`config.mk`:
```
export PLATFORM = sky130hd
export DESIGN_NAME = wsa_ctrl
export DESIGN_NICKNAME = d
export VERILOG_FILES = /design/src/rtl/wsa_pkg.sv /design/src/rtl/wsa_ctrl.sv
export SDC_FILE = /design/constraint.sdc
export NUM_CORES = 1
export LEC_CHECK = 0
export ABC_CLOCK_PERIOD_IN_PS = 2300
export BUFFER_PORTS_ARGS = -buffer_cell sky130_fd_sc_hd__buf_2
export CORE_UTILIZATION = 50
export DETAILED_ROUTE_END_ITERATION = 6
export GPL_ROUTABILITY_DRIVEN = 0
export PLACE_DENSITY = 0.77
export SLEW_MARGIN = 5
export SYNTH_ARGS = -nofsm -noshare
export SYNTH_HDL_FRONTEND = slang
export SYNTH_SLANG_ARGS = --single-unit
```
`constraint.sdc`:
```
create_clock -name i_clk -period 2.3 [get_ports i_clk]
set_input_delay 0.345 -clock i_clk [delete_from_list [all_inputs] [get_ports i_clk]]
set_output_delay 0.345 -clock i_clk [all_outputs]
set_load 0.02 [all_outputs]
```
`src/rtl/wsa_pkg.sv`:
```
// wsa_pkg: shared types, codes and constants of the window segment allocator
// no dependencies; imported by every rtl module of the block
package wsa_pkg;

    localparam int INDEX_MAX_DEF = 63;
    localparam int WIN_SHIFT_DEF = 24;

    localparam int CMD_W   = 2;
    localparam int SIZE_W  = 33;
    localparam int ID_W    = 32;
    localparam int ADDR_W  = 64;
    localparam int STS_W   = 2;
    localparam int WNUM_W  = 8;
    localparam int CFGI_W  = 2;

    localparam int IN_DATA_W  = 104;
    localparam int OUT_DATA_W = 232;

    localparam logic [SIZE_W-1:0] WIN_LIMIT   = 33'h1_0000_0000;
    localparam logic [31:0]       FIRST_INDEX = 32'h0000_0001;

    typedef enum logic [CMD_W-1:0] {
        CMD_INIT    = 2'd0,
        CMD_CREATE  = 2'd1,
        CMD_DESTROY = 2'd2,
        CMD_LOOKUP  = 2'd3
    } t_cmd;

    typedef enum logic [STS_W-1:0] {
        STS_OK        = 2'd0,
        STS_NO_ROOM   = 2'd1,
        STS_NO_INDEX  = 2'd2,
        STS_NOT_FOUND = 2'd3
    } t_status;

    typedef enum logic [CFGI_W-1:0] {
        CFG_WIN_NUM   = 2'd0,
        CFG_WIN_SIZE  = 2'd1,
        CFG_BASE_RIO  = 2'd2,
        CFG_BASE_PHYS = 2'd3
    } t_cfg_reg;

    typedef enum logic [3:0] {
        ST_BOOT,
        ST_IDLE,
        ST_INIT,
        ST_SCAN,
        ST_CR_DEC,
        ST_SH_UP,
        ST_WR_REM,
        ST_WR_BEST,
        ST_DS_DEC,
        ST_SH_DN,
        ST_WR_MRG,
        ST_EMIT,
        ST_ERR
    } t_state;

    typedef enum logic [3:0] {
        DP_NOP,
        DP_LATCH,
        DP_INIT,
        DP_SCAN,
        DP_CR_SETUP,
        DP_SH_UP,
        DP_WR_REM,
        DP_WR_BEST,
        DP_DS_SETUP,
        DP_SH_DN,
        DP_WR_MRG,
        DP_EMIT,
        DP_ERR
    } t_dp_op;

    typedef struct packed {
        t_dp_op  op;
        t_status code;
    } t_dp_cmd;

    typedef struct packed {
        logic scan_done;
        logic best_ok;
        logic rest_nz;
        logic idx_ok;
        logic found;
        logic owner_ok;
        logic up_done;
        logic dn_done;
        logic out_free;
    } t_dp_sts;

endpackage

```
`src/rtl/wsa_ctrl.sv`:
```
// wsa_ctrl: command sequencer of the window segment allocator
// depends on wsa_pkg; drives wsa_dp through t_dp_cmd and reads t_dp_sts
module wsa_ctrl (
    input  logic                       i_clk,
    input  logic                       i_rst_n,
    input  logic                       i_s_valid,
    output logic                       o_s_ready,
    input  logic [wsa_pkg::CMD_W-1:0]  i_s_kind,
    input  wsa_pkg::t_dp_sts           i_sts,
    output wsa_pkg::t_dp_cmd           o_cmd
);
    import wsa_pkg::*;

    t_state  r_state, n_state;
    t_cmd    r_kind, n_kind;
    t_status r_err, n_err;
    logic    accept;

    assign accept = (r_state == ST_IDLE) && i_s_valid;

    always_ff @(posedge i_clk) begin
        if (!i_rst_n) begin
            r_state <= ST_BOOT;
            r_kind  <= CMD_INIT;
            r_err   <= STS_OK;
        end else begin
            r_state <= n_state;
            r_kind  <= n_kind;
            r_err   <= n_err;
        end
    end

    // next state
    always_comb begin
        n_state = r_state;
        n_kind  = r_kind;
        n_err   = r_err;
        unique case (r_state)
            ST_BOOT: n_state = ST_IDLE;
            ST_IDLE: begin
                if (accept) begin
                    n_kind  = t_cmd'(i_s_kind);
                    n_state = (t_cmd'(i_s_kind) == CMD_INIT) ? ST_INIT : ST_SCAN;
                end
            end
            ST_INIT: n_state = ST_EMIT;
            ST_SCAN: begin
                if (i_sts.scan_done) begin
                    unique case (r_kind)
                        CMD_CREATE:  n_state = ST_CR_DEC;
                        CMD_DESTROY: n_state = ST_DS_DEC;
                        CMD_LOOKUP: begin
                            if (i_sts.found) begin
                                n_state = ST_EMIT;
                            end else begin
                                n_state = ST_ERR;
                                n_err   = STS_NOT_FOUND;
                            end
                        end
                        CMD_INIT: n_state = ST_INIT;
                    endcase
                end
            end
            ST_CR_DEC: begin
                if (!i_sts.best_ok) begin
                    n_state = ST_ERR;
                    n_err   = STS_NO_ROOM;
                end else if (!i_sts.rest_nz) begin
                    n_state = ST_WR_BEST;
                end else if (i_sts.idx_ok) begin
                    n_state = ST_SH_UP;
                end else begin
                    n_state = ST_ERR;
                    n_err   = STS_NO_INDEX;
                end
            end
            ST_SH_UP:   if (i_sts.up_done) n_state = ST_WR_REM;
            ST_WR_REM:  n_state = ST_WR_BEST;
            ST_WR_BEST: n_state = ST_EMIT;
            ST_DS_DEC: begin
                if (i_sts.found && i_sts.owner_ok) begin
                    n_state = ST_SH_DN;
                end else begin
                    n_state = ST_ERR;
                    n_err   = STS_NOT_FOUND;
                end
            end
            ST_SH_DN:  if (i_sts.dn_done) n_state = ST_WR_MRG;
            ST_WR_MRG: n_state = ST_EMIT;
            ST_EMIT:   if (i_sts.out_free) n_state = ST_IDLE;
            ST_ERR:    if (i_sts.out_free) n_state = ST_IDLE;
        endcase
    end

    // outputs
    always_comb begin
        o_cmd.op   = DP_NOP;
        o_cmd.code = r_err;
        o_s_ready  = 1'b0;
        unique case (r_state)
            ST_BOOT:    o_cmd.op = DP_INIT;
            ST_IDLE: begin
                o_s_ready = 1'b1;
                if (accept) o_cmd.op = DP_LATCH;
            end
            ST_INIT:    o_cmd.op = DP_INIT;
            ST_SCAN:    o_cmd.op = DP_SCAN;
            ST_CR_DEC:  o_cmd.op = DP_CR_SETUP;
            ST_SH_UP:   o_cmd.op = DP_SH_UP;
            ST_WR_REM:  o_cmd.op = DP_WR_REM;
            ST_WR_BEST: o_cmd.op = DP_WR_BEST;
            ST_DS_DEC: begin
                if (i_sts.found && i_sts.owner_ok) o_cmd.op = DP_DS_SETUP;
            end
            ST_SH_DN:   o_cmd.op = DP_SH_DN;
            ST_WR_MRG:  o_cmd.op = DP_WR_MRG;
            ST_EMIT:    if (i_sts.out_free) o_cmd.op = DP_EMIT;
            ST_ERR:     if (i_sts.out_free) o_cmd.op = DP_ERR;
        endcase
    end

endmodule

```
# [Word-level counts from Yosys, hierarchy flattened]
# Index checks and enable logic that the tools add are counted.
[totals] output_inout_bits=7 regBits=8 input_bits=14
[classes] muxes=27 eq_ne=25 reduce_logical=12
[op_table] cell="$pmux 4 s12" count=1
[op_table] cell="$mux 4" count=11
[op_table] cell="$pmux 4 s10" count=1
[op_table] cell="$eq 4x4->1 const B" count=5
[op_table] cell="$eq 4x3->1 const B" count=4
[op_table] cell="$pmux 4 s4" count=1
[op_table] cell="$mux 2" count=7
[op_table] cell="$ne 2x2->1 const B" count=6
[op_table] cell="$eq 4x2->1 const B" count=2
[op_table] cell="$reduce_and 7->1" count=1
[op_table] cell="$mux 3" count=2
[op_table] cell="$ne 3x3->1 const B" count=2
[op_table] cell="$pmux 2 s3" count=1
[op_table] cell="$reduce_and 5->1" count=1
[op_table] cell="$eq 2x2->1 const B" count=2
[op_table] cell="$eq 4x1->1 const B" count=1
[op_table] cell="$logic_not 2->1" count=2
[op_table] cell="$logic_not 4->1" count=1
[op_table] cell="$ne 2x1->1 const B" count=2
[op_table] cell="$reduce_or 2->1" count=2
[op_table] cell="$mux 1" count=3
[op_table] cell="$reduce_bool 3->1" count=1
[op_table] cell="$reduce_or 3->1" count=1
[op_table] cell="$eq 2x1->1 const B" count=1
[op_table] cell="other kinds (2)" count=3

# [Depth between registers and ports, before layout]
# Gate-level depths: netlist (run 1).
[depth] ltp_word=4 depth_mapped=7 mapped_depth_nobuf=5

# [Least setup slack after synthesis (run 1)]
# OpenSTA, ideal clock, no wires.
[synth_path] path_type="reg2out" from="register r_state[3]" to="output port o_cmd[5] (netlist name)" path_stages_with_launch=5 path_slack_ns=0.492 path_buffers=2 required_ns=1.955 arrival_ns=1.463 path_cell_list="dfxtp_1 clkbuf_1 clkbuf_1 nand2_1 a221oi_1"
[synth_rtl] item="start, declared" line_no="wsa_ctrl.sv:14" source="t_state r_state, n_state;"
[synth_rtl] item="start signal, assigned" line_no="wsa_ctrl.sv:27" source="r_state <= n_state;"
[synth_rtl] item="end, declared" line_no="wsa_ctrl.sv:10" source="output wsa_pkg::t_dp_cmd o_cmd"

# [Final worst setup path (run 1)]
[layout_path] from="register r_state[2]" to="register r_state[1]"
[layout_between] elab_chain_len=4
[layout_rtl] item="$eq 4x4->1 or $eq 4x1->1 (tied branches)" line_no="wsa_ctrl.sv:38, wsa_ctrl.sv:19"
[layout_rtl] item="$reduce_or 2->1 (no line) or $logic_and 1x1->1 (tied branches)"
[layout_rtl] item="$ne 2x1->1 (no line) or $ne 2x2->1 (tied branches)"
[layout_rtl] item="$reduce_and 5->1 (no line)"
# Several ways; a longest one is shown, not always the timed one.
# A chain may end at the register's enable or synchronous reset.

==> run_results.csv, run 1 <==
group,metric,value,unit
outcome,status,"completed",
global_routing,grt_pass1_wl,2880,µm
timing,max_freq,478,MHz
routing,drtPass1Iterations,4,
layout,layout-drive-gt1-share,26.2,%
clock_network,cts_resized,0,
hold_path,hold_class,"in -> reg",
routing,first_iter_violations,32,
timing,final.setup.tns,0,ns
synthesis,netlist.area_leader.share,21.6,%
routing,via_per_inst,6.23,
clock_network,cts_tree,"yes",
synthesis,synthesis.nets,116,
synthesis,async_flop_share,0,%
critical_path,cp-end-kind,"register",
routing,postRouteAntennaNets,0,
global_routing,first_global_vias,684,
critical_path,cp_max_fo,14,
critical_path,required,2.48,ns
synthesis,syn_area,741,µm²
clock_network,h-tree-depth,1,
global_routing,antenna_found_initial,0,
floorplan,dieArea,1640,µm²
clock_network,clockBufferDepth,2,
synthesis,synthTopCellsByCount,"9 x nand2_1, 8 x dfxtp_1, 8 x nor2_1",
critical_path,worst-setup-path-type,"reg -> reg",
clock_network,cts_hold_buf,0,
power_and_ir_drop,ir_drop,0.620,mV
routing,vias,854,
placement,dp_hpwl,1510,µm
timing,rsz0062_at_grt,"no",
routing,wirelength,1910,µm
timing,finalCriticalPeriod,2.09,ns
synthesis,yosysSeqAreaShare,21.6,%
routing,drc_errors,0,
synthesis,synth_warnings,0,
synthesis,synth_cell_type_count,40,
floorplan,start_util,55.5,%
placement,io_buffers,20,
power_and_ir_drop,p_leak,0.400,nW
clock_network,clk_pin_slew,0.05,ns
synthesis,yosys.area.top_type,"dfxtp_1",
flow_run,max-cap-violations,0,
routing,wire_per_inst,13.9,µm
synthesis,ys_top_cells_by_area,"dfxtp_1 22%, nand2_1 4.6%, nor2_1 4.1%",
floorplan,io_pins,21,
timing,finalSetupViolCount,0,
floorplan,die_w,40.5,µm
floorplan,coreArea,1330,µm²
synthesis,ys_ff_latch,8,
synthesis,synth_most_common_cell,"nand2_1",
synthesis,syn_avg_cell_area,7.26,µm²
timing,skew,0.000809,ns
global_routing,grt_max_degree,15,
layout,fillers,118,
layout,num-nets-final,138,
clock_network,postCtsSetupBuffers,0,
timing,worstMarginPinSlew,0.584,ns
power_and_ir_drop,power_density,1160,nW/µm²
global_routing,overflow,0,
clock_network,cts_buffers,3,
layout,n_antenna_cell,0,
floorplan,row_count,13,
synthesis,synth-main-ff-cell,"dfxtp_1",
timing,hold_viol,0,
timing,period_share,91.0,%
clock_network,cts.sinks,8,
timing,drv_slew,0,
power_and_ir_drop,power.total,0.00101,W
timing,max-slew-margin-rel,60.0,%
layout,areaGrowthSynthToFinish,17.9,%
synthesis,synth_cells,102,
global_routing,grt.total_usage,25.7,%
clock_network,clk_latency,0.24,ns
critical_path,startpoint_type,"register",
clock_network,cts_root_buf,"clkbuf_4",
synthesis,synth_edf_count,0,
critical_path,worstPathArrival,2.27,ns
floorplan,fp.dieH,40.5,µm
==> metrics by stage <==
stage	area (µm²)	setup WS [ns]	cells	utilization, %	hold WS, ns
floorplan	741	0.493	102	-	0.470
global route	873	0.114	137	65.5	0.374
global placement	851	0.303	134	63.8	0.506
detailed placement	851	0.246	134	63.8	0.522
CTS	873	0.233	137	65.5	0.358
finish	873	0.207	137	65.5	0.363
==> worst paths after layout <==
check	depth (start not counted)	slack, ns	startpoint	to
setup / recovery	5	0.21	r_state[2]	r_state[1]
hold / removal	3	0.36	i_s_kind[0]	r_kind[0]
hold reg to reg	2	0.54	r_kind[0]	r_kind[0]
setup reg to reg	5	0.21	r_state[2]	r_state[1]
==> area by class of cell <==
class,count,area [µm²],area share (%)
clock buffers,3,22.5,2.58
flip-flops and latches,8,160,18.3
inverters,6,22.5,2.58
repair buffers,25,138,15.8
well taps,15,18.8,2.15
multi-input cells,80,512,58.6
==> where the power goes <==
group          leakage (nW)  total (W)  switching (W)  internal (W)
combinational         0.320   0.000650       0.000369      0.000281
clock                0.0138  0.0000994      0.0000402     0.0000592
sequential           0.0655   0.000260      0.0000735      0.000187
total                 0.400    0.00101       0.000483      0.000527
==> layout by cell type, fill, tap and decap left out, types with 2 or more instances in the layout <==
cell type and count:
buf_4 5, nor2b_1 4, nor3_1 5, dfxtp_1 8, inv_1 6, a221oi_1 2
buf_2 20, o21ai_0 4, mux2i_1 2, nand3_1 5, a21oi_1 4, o22ai_1 4
nand2_1 9, nand2b_1 4, o221a_2 2, a21o_1 2, nor2_1 8, clkbuf_4 3
a21boi_0 2, and3_1 3
==> layer usage <==
layer | vias up | part of all wire [%] | wire length [µm] | GRT usage, %
met1 | 393 | 44 | 842 | 33.0
met2 | 33 | 50 | 948 | 42.5
met5 | - | 0 | 0 | 0
met3 | 4 | 4.5 | 85 | 1.67
met4 | 0 | 1.5 | 29 | 13.3
li1 | 424 | - | - | -
==> state kept, by name, summed over array words and instances, names as in the netlist <==
name and flops:
r_state 4, r_kind 2, r_err 2
==> critical path: stages, from the launching register on <==
cell      delay [ns]
dfxtp_1         0.59
nor2b_1         0.19
o211a_1         0.16
or4_4           0.57
a2111o_1        0.38
a21oi_2         0.12
==> cell families after synthesis <==
family	synth area share (%)
and+or+nand+nor	30.1
AOI/OAI and AO/OA	36.3
buffers and inverters	9.29
DFF	21.6
muxes	2.70
Power figures use the tool's default switching activity.
==> inputs of run 2 (changes only) <==
--- a/config.mk
+++ b/config.mk
@@ -5,12 +5,12 @@
 export SDC_FILE = /design/constraint.sdc
 export NUM_CORES = 1
 export LEC_CHECK = 0
-export ABC_CLOCK_PERIOD_IN_PS = 2300
+export ABC_CLOCK_PERIOD_IN_PS = 2680
 export BUFFER_PORTS_ARGS = -buffer_cell sky130_fd_sc_hd__buf_2
-export CORE_UTILIZATION = 50
+export CORE_UTILIZATION = 54
 export DETAILED_ROUTE_END_ITERATION = 6
 export GPL_ROUTABILITY_DRIVEN = 0
-export PLACE_DENSITY = 0.77
+export PLACE_DENSITY = 0.82
 export SLEW_MARGIN = 5
 export SYNTH_ARGS = -nofsm -noshare
 export SYNTH_HDL_FRONTEND = slang
==> constraint.sdc (replaced) <==
create_clock -name i_clk -period 2.68 [get_ports i_clk]
set_input_delay 0.402 -clock i_clk [delete_from_list [all_inputs] [get_ports i_clk]]
set_output_delay 0.402 -clock i_clk [all_outputs]
set_load 0.02 [all_outputs]
==> run 2 against run 1 <==
Clock power shrank 10%. Combinational power shrank 23%. Hold slack gained 0.054 ns. Total power shrank 18%. Non-clock buffer count shrank 4. Global-route usage grew 3.2 points. Clock skew is essentially flat. Fmax shrank 6.0%. Critical endpoint unchanged.
==> run_results.csv, run 2 (synthesized netlist as in run 1, its figures left out) <==
group,metric,value,unit
routing,via_per_inst,6.37,
power_and_ir_drop,p_comb_share,59.8,%
critical_path,startpoint_type,"register",
layout,mostFrequentLayoutCell,"buf_2",
routing,wire_per_inst,14.5,µm
global_routing,antenna_found_initial,0,
critical_path,cp_max_fo,18,
critical_path,worst-setup-path-type,"reg -> reg",
layout,final_cell_area,842,µm²
layout,regMostFlops,"r_state",
timing,skew,0.000691,ns
layout,largest_reg_flops,4,
clock_network,clk_latency,0.25,ns
critical_path,regToRegSetupSlack,0.45,ns
hold_path,hold_depth,3,
timing,final.setup.tns,0,ns
clock_network,postCtsSetupBuffers,0,
timing,drv_slew,0,
power_and_ir_drop,ir_drop,0.687,mV
timing,worstMarginPinSlew,0.666,ns
global_routing,overflow,0,
timing,hold_viol,0,
floorplan,dieArea,1520,µm²
power_and_ir_drop,p_sw,0.000406,W
layout,layout-drive-gt1-share,23.7,%
clock_network,cts_resized,0,
layout,top_regs,"r_state (4), r_err (2), r_kind (2)",
clock_network,cts_tree,"yes",
clock_network,cts_hold_buf,0,
global_routing,grt.total_usage,28.9,%
power_and_ir_drop,power.total,0.000833,W
power_and_ir_drop,seqPwrFrac,29.5,%
critical_path,worstPathArrival,2.41,ns
floorplan,row_count,12,
clock_network,cts.sinks,8,
layout,n_antenna_cell,0,
layout,mostFrequentLayoutCells,"20 x buf_2, 9 x nand2_1, 8 x nor2_1, 8 x dfxtp_1, 6 x inv_1",
placement,io_buffers,20,
critical_path,cp-end-kind,"register",
critical_path,timing.rr.start,"r_state[2]",
power_and_ir_drop,internal-power,0.000427,W
routing,vias,841,
floorplan,coreArea,1190,µm²
timing,fin_hold_ws,0.417,ns
floorplan,io_pins,21,
power_and_ir_drop,p_leak,0.379,nW
power_and_ir_drop,clkPwrFrac,10.7,%
floorplan,fp.dieH,39.0,µm
floorplan,start_util,62.4,%
routing,drc_errors,0,
timing,period_share,83.1,%
clock_network,cts_buffers,3,
timing,finalSetupViolCount,0,
routing,drtPass1Iterations,4,
flow_run,max-cap-violations,0,
global_routing,grt_max_degree,22,
placement,dp_hpwl,1440,µm
clock_network,clk_pin_slew,0.05,ns
timing,finalCriticalPeriod,2.23,ns
routing,wirelength,1920,µm
routing,first_iter_violations,37,
power_and_ir_drop,power_density,989,nW/µm²
placement,dp_slack,0.497,ns
timing,fin_ws,0.453,ns
outcome,status,"completed",
placement,placed_area,820,µm²
hold_path,min_to,"r_kind[1]",
clock_network,h-tree-depth,1,
critical_path,rr_endpoint,"r_state[1]",
clock_network,cts_root_buf,"clkbuf_4",
hold_path,hold_class,"in -> reg",
power_and_ir_drop,swShare,48.8,%
clock_network,clockBufferDepth,2,
critical_path,required,2.86,ns
timing,max_freq,449,MHz
layout,num-nets-final,134,
critical_path,rr_worst_depth,5,
timing,rsz0062_at_grt,"no",
layout,areaGrowthSynthToFinish,13.7,%
global_routing,grt_pass1_wl,3060,µm
timing,max-slew-margin-rel,54.4,%
routing,postRouteAntennaNets,0,
global_routing,first_global_vias,720,
floorplan,die_w,39.0,µm
hold_path,hp-start,"i_s_kind[1]",
[run 2: cell types whose count changed in the layout (fill, tap and decap cells not counted), sizes merged]
cell	delta
buf	-4
[run 2: cell type report]
cell class	count	area [µm²]
tap	14	17.5
clock buffer	3	22.5
sequential	8	160
timing repair buffer	21	108
inverter	6	22.5
fill	105	344
multi-input combinational	80	512
[run 2: worst max-delay path by stage]
stage | start | end | slack [ns] | depth (start not counted)
after floorplan | r_state[3] | o_cmd[5] | 0.82 | 4
after global placement | r_state[1] | r_state[1] | 0.58 | 5
after detailed placement | r_state[1] | r_state[1] | 0.50 | 5
after CTS | r_state[1] | r_state[1] | 0.48 | 5
after global routing | r_state[1] | r_state[1] | 0.32 | 5
final | r_state[2] | r_state[1] | 0.45 | 5
[run 2: per-stage QoR]
stage / std cells / utilization [%]
after floorplan: 102 / -
after global placement: 129 / 69.1
after detailed placement: 129 / 69.1
after CTS: 132 / 71.0
after global routing: 132 / 71.0
final: 132 / 71.0
[run 2: critical path: stages, from the launching register on]
cell and delay [ns]:
dfxtp_1 0.72, nor2b_1 0.22, o211a_1 0.16, or4_4 0.56, a2111o_1 0.38, a21oi_2 0.13
[run 2: power groups by stage]
stage | Clock [W] | Sequential (W) | Combinational, W
global placement | 0 | 0.000242 | 0.000482
CTS | 0.0000934 | 0.000242 | 0.000493
detailed placement | 0 | 0.000244 | 0.000490
finish | 0.0000891 | 0.000245 | 0.000499
global route | 0.0000969 | 0.000254 | 0.000543
floorplan | 0 | 0.000205 | 0.000428
[run 2: metal layers]
layer  GRT usage [%]  routed length (µm)  up-vias
met5               0                   0        -
met3            3.47                 116        2
li1                -                   -      420
met1            38.7                 915      378
met4            5.17                   6        0
met2            49.6                 881       41
==> inputs of run 3 (changes only) <==
--- a/config.mk
+++ b/config.mk
@@ -5,12 +5,12 @@
 export SDC_FILE = /design/constraint.sdc
 export NUM_CORES = 1
 export LEC_CHECK = 0
-export ABC_CLOCK_PERIOD_IN_PS = 2680
+export ABC_CLOCK_PERIOD_IN_PS = 2200
 export BUFFER_PORTS_ARGS = -buffer_cell sky130_fd_sc_hd__buf_2
-export CORE_UTILIZATION = 54
+export CORE_UTILIZATION = 50
 export DETAILED_ROUTE_END_ITERATION = 6
 export GPL_ROUTABILITY_DRIVEN = 0
-export PLACE_DENSITY = 0.82
+export PLACE_DENSITY = 0.77
 export SLEW_MARGIN = 5
 export SYNTH_ARGS = -nofsm -noshare
 export SYNTH_HDL_FRONTEND = slang
==> constraint.sdc (replaced) <==
create_clock -name i_clk -period 2.2 [get_ports i_clk]
set_input_delay 0.33 -clock i_clk [delete_from_list [all_inputs] [get_ports i_clk]]
set_output_delay 0.33 -clock i_clk [all_outputs]
set_load 0.02 [all_outputs]
==> run 3 against run 2 <==
Total power increased by 29%. First-iteration DRC count decreased by 19%. Sequential power up 7%. Sequential share of layout area is 0.99 points lower. Fmax is 14% higher. Flip-flop and latch count unchanged. Hold slack lost 0.051 ns. Global-route usage decreased by 2.9 points. Critical path depth unchanged. Setup slack worse by 0.21 ns. Critical endpoint unchanged. Largest cell class unchanged.
==> run_results.csv, run 3 (synthesized netlist as in run 1, its figures left out) <==
group,metric,value,unit
routing,drc_errors,0,
timing,hold_viol,0,
timing,drv_slew,0,
clock_network,clk_pin_slew,0.05,ns
hold_path,hp-start,"i_s_kind[0]",
timing,skew,0.00174,ns
floorplan,io_pins,21,
routing,wl_met1,881,µm
layout,layout-drive-gt1-share,27.4,%
clock_network,cts_resized,0,
clock_network,cts_tree,"yes",
critical_path,cp_top_family,"compound AO/OA/AOI/OAI gates",
floorplan,die_w,40.5,µm
timing,period_share,88.8,%
layout,mostFrequentLayoutCell,"buf_2",
placement,dp_hpwl,1500,µm
critical_path,worst-path-buf-inv,0,
layout,final_cell_area,888,µm²
outcome,status,"completed",
critical_path,slowest_delay,0.57,ns
global_routing,grt_pass1_wl,2820,µm
timing,final.setup.tns,0,ns
clock_network,cts.sinks,8,
layout,num-nets-final,140,
power_and_ir_drop,power_density,1210,nW/µm²
global_routing,grt_max_degree,21,
floorplan,coreArea,1330,µm²
power_and_ir_drop,p_leak,0.409,nW
routing,drtPass1Iterations,4,
layout,areaGrowthSynthToFinish,19.9,%
timing,max_freq,512,MHz
clock_network,cts_hold_buf,0,
flow_run,max-cap-violations,0,
layout,mostFrequentLayoutCells,"20 x buf_2, 9 x nand2_1, 8 x nor2_1, 8 x dfxtp_1, 7 x buf_4",
hold_path,min_to,"r_kind[0]",
routing,wire_per_inst,13.7,µm
critical_path,required,2.38,ns
timing,rsz0062_at_grt,"no",
floorplan,start_util,55.5,%
critical_path,cp_slowest_cell,"or4_4",
layout,regMostFlops,"r_state",
timing,worstMarginPinSlew,0.362,ns
critical_path,worst-setup-path-type,"reg -> reg",
routing,met2_length,891,µm
routing,first_iter_violations,30,
layout,multiInputGateArea,512,µm²
layout,n_antenna_cell,0,
routing,vias,838,
critical_path,cp_max_fo,12,
critical_path,worstPathArrival,2.13,ns
hold_path,hold_depth,3,
global_routing,grt.total_usage,26.1,%
clock_network,clk_latency,0.24,ns
critical_path,startpoint_type,"register",
clock_network,h-tree-depth,1,
power_and_ir_drop,ir_drop,0.724,mV
timing,finalSetupViolCount,0,
clock_network,cts_root_buf,"clkbuf_4",
placement,placed_area,866,µm²
hold_path,hold_class,"in -> reg",
routing,wirelength,1910,µm
critical_path,regToRegSetupSlack,0.25,ns
global_routing,first_global_vias,685,
layout,fillers,118,
routing,postRouteAntennaNets,0,
critical_path,cp-end-kind,"register",
layout,regArea,160,µm²
clock_network,postCtsSetupBuffers,0,
timing,max-slew-margin-rel,75.3,%
timing,finalCriticalPeriod,1.95,ns
routing,routed.top_layer,"met4",
floorplan,dieArea,1640,µm²
clock_network,clockBufferDepth,2,
floorplan,fp.dieH,40.5,µm
placement,io_buffers,20,
global_routing,overflow,0,
layout,largest_reg_flops,4,
routing,via_per_inst,6.03,
critical_path,crit_chain,"nor2_1 > o211a_1 > or4_4 > a2111o_1 > a21oi_2",
critical_path,rr_endpoint,"r_state[1]",
layout,top_regs,"r_state (4), r_err (2), r_kind (2)",
routing,met3_length,100,µm
critical_path,rr_worst_depth,5,
floorplan,row_count,13,
clock_network,cts_buffers,3,
global_routing,antenna_found_initial,0,
critical_path,timing.rr.start,"r_state[1]",
[run 3: worst max path at each step]
stage | depth (start not counted) | startpoint | endpoint
2_1_floorplan | 4 | r_state[3] | o_cmd[5]
3_3_place_gp | 5 | r_state[2] | r_state[1]
3_5_place_dp | 5 | r_state[1] | r_state[1]
4_1_cts | 5 | r_state[1] | r_state[1]
5_1_grt | 4 | r_state[1] | o_cmd[5]
6_report | 5 | r_state[1] | r_state[1]
[run 3: worst reg2reg max path, delay by kind of cell, from the launching register on]
| family | cells | cell delay [ns] |
|---|---|---|
| and+or+nand+nor | 2 | 0.67 |
| AOI/OAI and AO/OA | 3 | 0.70 |
| DFF | 1 | 0.52 |
[run 3: power breakdown]
| group | total [W] | internal, W | switching, W |
|---|---|---|---|
| combinational | 0.000707 | 0.000315 | 0.000393 |
| sequential | 0.000262 | 0.000195 | 0.0000666 |
| clock | 0.000101 | 0.0000617 | 0.0000397 |
| total | 0.00107 | 0.000571 | 0.000499 |
[run 3: cell type report]
type,count,share of cell area [%]
flip-flops and latches,8,18.0
clock buffers,3,2.54
multi-input cells,80,57.6
well taps,15,2.11
inverters,6,2.54
repair buffers,27,17.2
[run 3: routing by layer]
| layer | vias up | global-route usage, % |
|---|---|---|
| li1 | 430 | - |
| met1 | 375 | 34.7 |
| met2 | 29 | 38.9 |
| met3 | 4 | 5.56 |
| met4 | 0 | 13.3 |
| met5 | - | 0 |
[run 3: through the flow]
| step | hold WS (ns) | worst slack (ns) | total power [W] | util [%] | std cells |
|---|---|---|---|---|---|
| 6_report | 0.367 | 0.246 | 0.00107 | 66.6 | 139 |
| 3_3_place_gp | 0.510 | 0.318 | 0.000950 | 64.9 | 136 |
| 3_5_place_dp | 0.513 | 0.255 | 0.000958 | 64.9 | 136 |
| 2_1_floorplan | 0.470 | 0.408 | 0.000771 | - | 102 |
| 4_1_cts | 0.360 | 0.245 | 0.00107 | 66.6 | 139 |
| 5_1_grt | 0.360 | 0.103 | 0.00117 | 66.6 | 139 |
